File: config.mk
export PLATFORM = sky130hd
export DESIGN_NAME = jmfb_ram
export DESIGN_NICKNAME = d
export VERILOG_FILES = /design/src/rtl/assert_macros.svh /design/src/rtl/jmfb_ram.sv
export SDC_FILE = /design/constraint.sdc
export NUM_CORES = 1
export LEC_CHECK = 0
export ABC_AREA = 0
export BUFFER_PORTS_ARGS = -buffer_cell sky130_fd_sc_hd__buf_4
export CORE_AREA = 4 4 325 327
export CTS_BUF_LIST = sky130_fd_sc_hd__clkbuf_8 sky130_fd_sc_hd__clkbuf_16
export DETAILED_ROUTE_END_ITERATION = 16
export DIE_AREA = 0 0 329 331
export SETUP_SLACK_MARGIN = 0.05
export SLEW_MARGIN = 20
export SYNTH_ARGS = -nofsm -noshare
export SYNTH_HDL_FRONTEND = slang
export SYNTH_SLANG_ARGS = --single-unit
File: constraint.sdc
create_clock -name clk_i -period 3.49 [get_ports clk_i]
set_input_delay 0.1745 -clock clk_i [delete_from_list [all_inputs] [get_ports clk_i]]
set_output_delay 0.1745 -clock clk_i [all_outputs]
set_load 0.005 [all_outputs]
File: src/rtl/assert_macros.svh
// ----------------------------------------------------------------------------
// Assertion macros
// Concurrent assertion shorthands clocked on clk_i, disabled in reset.
// ----------------------------------------------------------------------------
`ifndef ASSERT_MACROS_SVH
`define ASSERT_MACROS_SVH

// same-cycle implication
`define JMFB_ASSERT_IMP(lbl, ante, cons) \
  lbl: assert property (@(posedge clk_i) disable iff (!rst_ni) (ante) |-> (cons)) \
    else $error("assertion failed");

// next-cycle implication
`define JMFB_ASSERT_NXT(lbl, ante, cons) \
  lbl: assert property (@(posedge clk_i) disable iff (!rst_ni) (ante) |=> (cons)) \
    else $error("assertion failed");

// invariant
`define JMFB_ASSERT_ALW(lbl, cond) \
  `JMFB_ASSERT_IMP(lbl, 1'b1, cond)

`endif

File: src/rtl/jmfb_ram.sv
// ----------------------------------------------------------------------------
// jmfb_ram
// Generic single-write, single-read synchronous RAM with registered read.
// ----------------------------------------------------------------------------
`timescale 1ns / 1ps
module jmfb_ram #(
  parameter int WIDTH = 32,
  parameter int DEPTH = 32,
  localparam int AW = (DEPTH > 1) ? $clog2(DEPTH) : 1
) (
  input  logic             clk_i,
  input  logic             we_i,
  input  logic [AW-1:0]    waddr_i,
  input  logic [WIDTH-1:0] wdata_i,
  input  logic             re_i,
  input  logic [AW-1:0]    raddr_i,
  output logic [WIDTH-1:0] rdata_o
);

  logic [WIDTH-1:0] mem_q [DEPTH];
  logic [WIDTH-1:0] rdata_q;

  always_ff @(posedge clk_i) begin
    if (we_i) mem_q[waddr_i] <= wdata_i;
    if (re_i) rdata_q <= mem_q[raddr_i];
  end

  assign rdata_o = rdata_q;

endmodule

==> impl.org <==
** Timing
- The clock period could shrink to 2.08 ns.
- Count of final hold-check violations :: 0
- Worst clock skew :: 0.0175 ns
- Final number of setup-violating endpoints :: 0
- Post-route clock period utilization :: 0.596
- Hold_ws :: 0.128 ns
- Setup TNS :: 0 ns
- Setup repair after global routing missed its margin :: no
- At the pin with the least slew margin, the transition time is roughly 1.0 ns.
- Slew headroom :: 0.304
- Number of max-slew violations in the final report :: 0
- Static timing analysis puts the maximum clock frequency at ~480 MHz.

** Synthesis
- Most used flip-flop cell after synthesis :: sky130_fd_sc_hd__edfxtp_1
- Post-synth design cell area :: approximately 40000 µm²
- In this run, distinct cell masters in the synthesized netlist total 24.
- Among all cell types in the netlist, the one instantiated most often is sky130_fd_sc_hd__edfxtp_1.
- Mapped Nets :: 2305
- A synthesized cell averages around 18 µm².
- Post-synthesis cell count :: 2260
- Synth area leaders :: sky130_fd_sc_hd__edfxtp_1 78%, sky130_fd_sc_hd__mux2i_1 13%, sky130_fd_sc_hd__a22oi_1 1.8%
- After synthesis the netlist holds a flip-flop and latch count of 1056.
- Warnings from Yosys :: 0
- The share of the Yosys chip area taken by registers is 0.777.
- Share of the synthesized area in the top cell type :: 0.777
- After synthesis, the share of flip-flops with an asynchronous set or reset is 0.
- Counting flops with a built-in enable in the synthesized netlist gives 1056.
- Area leader, netlist :: sky130_fd_sc_hd__edfxtp_1
- By count the netlist is led by 1056 x sky130_fd_sc_hd__edfxtp_1, 512 x sky130_fd_sc_hd__mux2i_1, 98 x sky130_fd_sc_hd__nand2_1, 98 x sky130_fd_sc_hd__nand3_1.

** Drt
- Wire per inst :: 26.5 µm
- Summed over all nets, wire length on met3 after detailed routing comes to 6050 µm.
- Routed Wire Length :: 103000 µm
- For this run, design rule violations remaining after detail routing come to 0.
- Overall via count from detail_route :: about 21000
- Uppermost routed layer :: met4
- Drt first pass iters :: 5
- Using the TritonRoute via totals, the vias-per-cell ratio works out to 5.46.
- Once detail routing completed, the nets flagged for antenna violations numbered 0.
- Initial detailed-routing violation count :: 1805
- DR WL met2 :: between 50000 and 60000 µm
- For this block, wires on met1 add up to 44900 µm.

** Worst setup path
- Data arrival time at the worst-slack endpoint :: ~2.4 ns
- Together, buffers and inverters on the worst path number 3.
- Type of element launching the critical path :: input port
- Library cell contributing the largest single delay on the critical path :: sky130_fd_sc_hd__nor2_4
- STA classifies the critical path endpoint as a register.
- Delay contributed by the slowest stage of the critical path :: between 0.6 and 0.7 ns
- In this design, the largest share of critical-path delay is due to simple AND/OR/NAND/NOR gates.
- Maximum fanout count along the critical path :: 22
- Cell repeated most along the worst path :: sky130_fd_sc_hd__buf_4
- Walking the worst path, the cells encountered are buf_4 > nor2_4 > buf_4 > buf_4 > nand2_1 > a31oi_1 > nand3_1.
- By startpoint and endpoint, the worst setup path is classified as in -> reg.
- Required time of the worst setup path :: 3.83 ns

** Power
- For this design the ratio of total power to cell area is 561 nW/µm².
- In this run the static leakage power is 0.0163 µW.
- Sequential group share of total power :: 0.538
- Power after layout :: roughly 26000 µW
- Of the total power, the clock network draws 0.408.
- Worst IR Drop VDD :: 0.422 mV
- Internal power consumption :: between 20000 and 25000 µW
- Summed over all nets, the switching power comes to 5700 µW.
- Portion of total power attributed to combinational logic :: 0.054
- Of the total power, the share spent switching nets is 0.216.

** Die
- After floorplanning, the core was sized to cover ~100000 µm².
- Vertical extent of the die :: 331 µm
- The die is ~330 µm wide.
- Pin placement for this block handled a little under 80 I/O pins.
- Floorplan die area :: 109000 µm²
- The initialized floorplan defines 118 standard-cell rows.
- Initial Util :: 0.397

** Clock network
- CTS tree :: built
- For the worst-skew pair, the clock arrives at the later sink with an insertion delay of 0.67 ns.
- The number of gates resized after CTS was 0.
- Clock-pin slew was measured on the worst setup and hold paths at ~0.060 ns.
- Cell chosen for the clock root :: sky130_fd_sc_hd__clkbuf_16
- Depth of the CTS H-tree :: 3
- Total CTS buffers :: approximately 110
- Maximum clock insertion buffer count :: 3
- Counting every sink on the clock net gives 1056.

** Run status
- Outcome :: completed

** Run
- Count of maximum capacitance violations :: 0

** Placed design
- Counting tap cells, the placed design contains a total of about 3700 instances.
- The congestion estimate from routability-driven global placement came to 0.779.
- Post-placement cell area :: 43400 µm²
- During placement, the flow inserted port buffers numbering 76.
- HPWL reported at the end of detailed placement :: 57300 µm

** GRT
- The first global-routing pass estimated between 100000 and 150000 µm of wire.
- Overflow after GRT :: 0
- The via count of the first global-routing pass was roughly 22000.
- Overall fraction of global-route tracks in use :: 0.188
- Number of antenna violations at the first check in global routing :: 1
- Entering global routing, the biggest net connects 79 pins.

** Final layout
- After the last flow step, the layout net total stands at 2476.
- Post-route insts no fill :: roughly 3900
- Synth-to-Final Area Change :: 15.3%
- The finished cells cover 47100 µm².
- In the final layout, the share of cells above drive strength 1 is 0.138.
- Counting the fill cells in the layout gives 8720.

** Worst hold path
- The worst hold path belongs to the class in -> reg.
cell families (layout without fill, tap and decap cells):
family | after synthesis | count (layout) | share of synthesized area
DFF | 1056 | 1056 | 0.777
muxes | 512 | 512 | 0.126
AOI/OAI and AO/OA | 288 | 288 | 0.0481
and+or+nand+nor | 277 | 277 | 0.0308
buffers and inverters | 127 | 387 | 0.0185
other | 0 | 2 | 0
repair_timing:
| action | in CTS | in global routing |
|---|---|---|
| buffers inserted | 0 | 0 |
| endpoints found under the hold margin | 1024 | 0 |
| hold buffers | 32 | 0 |
sequential cells by signal, indices dropped and copies added (netlist names):
name,cells
mem_q,1024
rdata_o,32
power by group through the flow:
stage	Combinational (µW)	Sequential [µW]	Clock (µW)
final	1420	14200	10800
after global routing	1520	14200	11500
after CTS	1430	14200	11000
after detailed placement	1400	14500	0
after global placement	1370	14500	0
after floorplan	729	14500	0
worst register-to-register path, delay by kind of cell, from the launching register on:
| family | cells | cell delay (ns) |
|---|---|---|
| AOI/OAI and AO/OA | 2 | 0.83 |
| DFF | 1 | 0.36 |
| and+or+nand+nor | 2 | 0.24 |
| muxes | 1 | 0.13 |
routing by layer:
metal	up-vias	GRT usage
met5	-	0
met4	0	0.0429
met3	114	0.0263
met2	677	0.315
met1	11200	0.263
li1	9361	-
layout make-up:
class | instances | area (µm²) | share of cell area
multi-input combinational | 1077 | 8610 | 0.183
tap | 1380 | 1730 | 0.0367
timing repair buffer | 191 | 1700 | 0.0361
clock buffer | 107 | 2680 | 0.0569
sequential | 1056 | 31700 | 0.674
antenna | 2 | 5.00 | 0.000106
clock inverter | 89 | 637 | 0.0135
path summary, 6_finish.rpt:
check / to / slack, ns / cells past startpoint / from
setup / recovery: rdata_o[27] / 1.41 / 7 / raddr_i[1]
setup reg to reg: rdata_o[11] / 1.62 / 5 / mem_q[6][11]
hold reg to reg: rdata_o[30] / 0.68 / 4 / mem_q[10][30]
hold / removal: rdata_o[17] / 0.13 / 1 / re_i
cells in the final DEF, fill, tap and decap left out:
master                          instances
sky130_fd_sc_hd__a22oi_1               96
sky130_fd_sc_hd__a31oi_1               32
sky130_fd_sc_hd__nor2_1                 1
sky130_fd_sc_hd__dlygate4sd3_1         32
sky130_fd_sc_hd__nand3_1               98
sky130_fd_sc_hd__or3_1                  1
sky130_fd_sc_hd__or3b_2                 3
sky130_fd_sc_hd__nor2_4                33
sky130_fd_sc_hd__nor3_1                32
sky130_fd_sc_hd__edfxtp_1            1056
sky130_fd_sc_hd__buf_12                14
sky130_fd_sc_hd__inv_1                 23
sky130_fd_sc_hd__nor2b_4                1
sky130_fd_sc_hd__buf_4                144
sky130_fd_sc_hd__buf_8                  1
sky130_fd_sc_hd__clkinv_4               4
sky130_fd_sc_hd__bufinv_16              7
sky130_fd_sc_hd__nand2_2                1
sky130_fd_sc_hd__clkinv_8               2
sky130_fd_sc_hd__nand2_1               97
sky130_fd_sc_hd__clkinv_2              16
sky130_fd_sc_hd__and2b_4                1
sky130_fd_sc_hd__mux2i_1              512
sky130_fd_sc_hd__nand3b_1               5
sky130_fd_sc_hd__clkbuf_16            107
sky130_fd_sc_hd__nand2b_2               2
sky130_fd_sc_hd__clkinvlp_4             6
sky130_fd_sc_hd__a22o_1                64
sky130_fd_sc_hd__and2_4                 1
sky130_fd_sc_hd__a21oi_1               96
sky130_fd_sc_hd__clkinv_1              27
sky130_fd_sc_hd__diode_2                2
sky130_fd_sc_hd__inv_6                  3
sky130_fd_sc_hd__or2_2                  1
sky130_fd_sc_hd__inv_16                 1
through the flow:
step	util	worst slack, ns
final	0.457	1.41
after global routing	0.457	1.40
after CTS	0.457	1.53
after detailed placement	0.422	0.818
after global placement	0.422	0.812
after floorplan	-	0.881
Power figures use the tool's default switching activity.
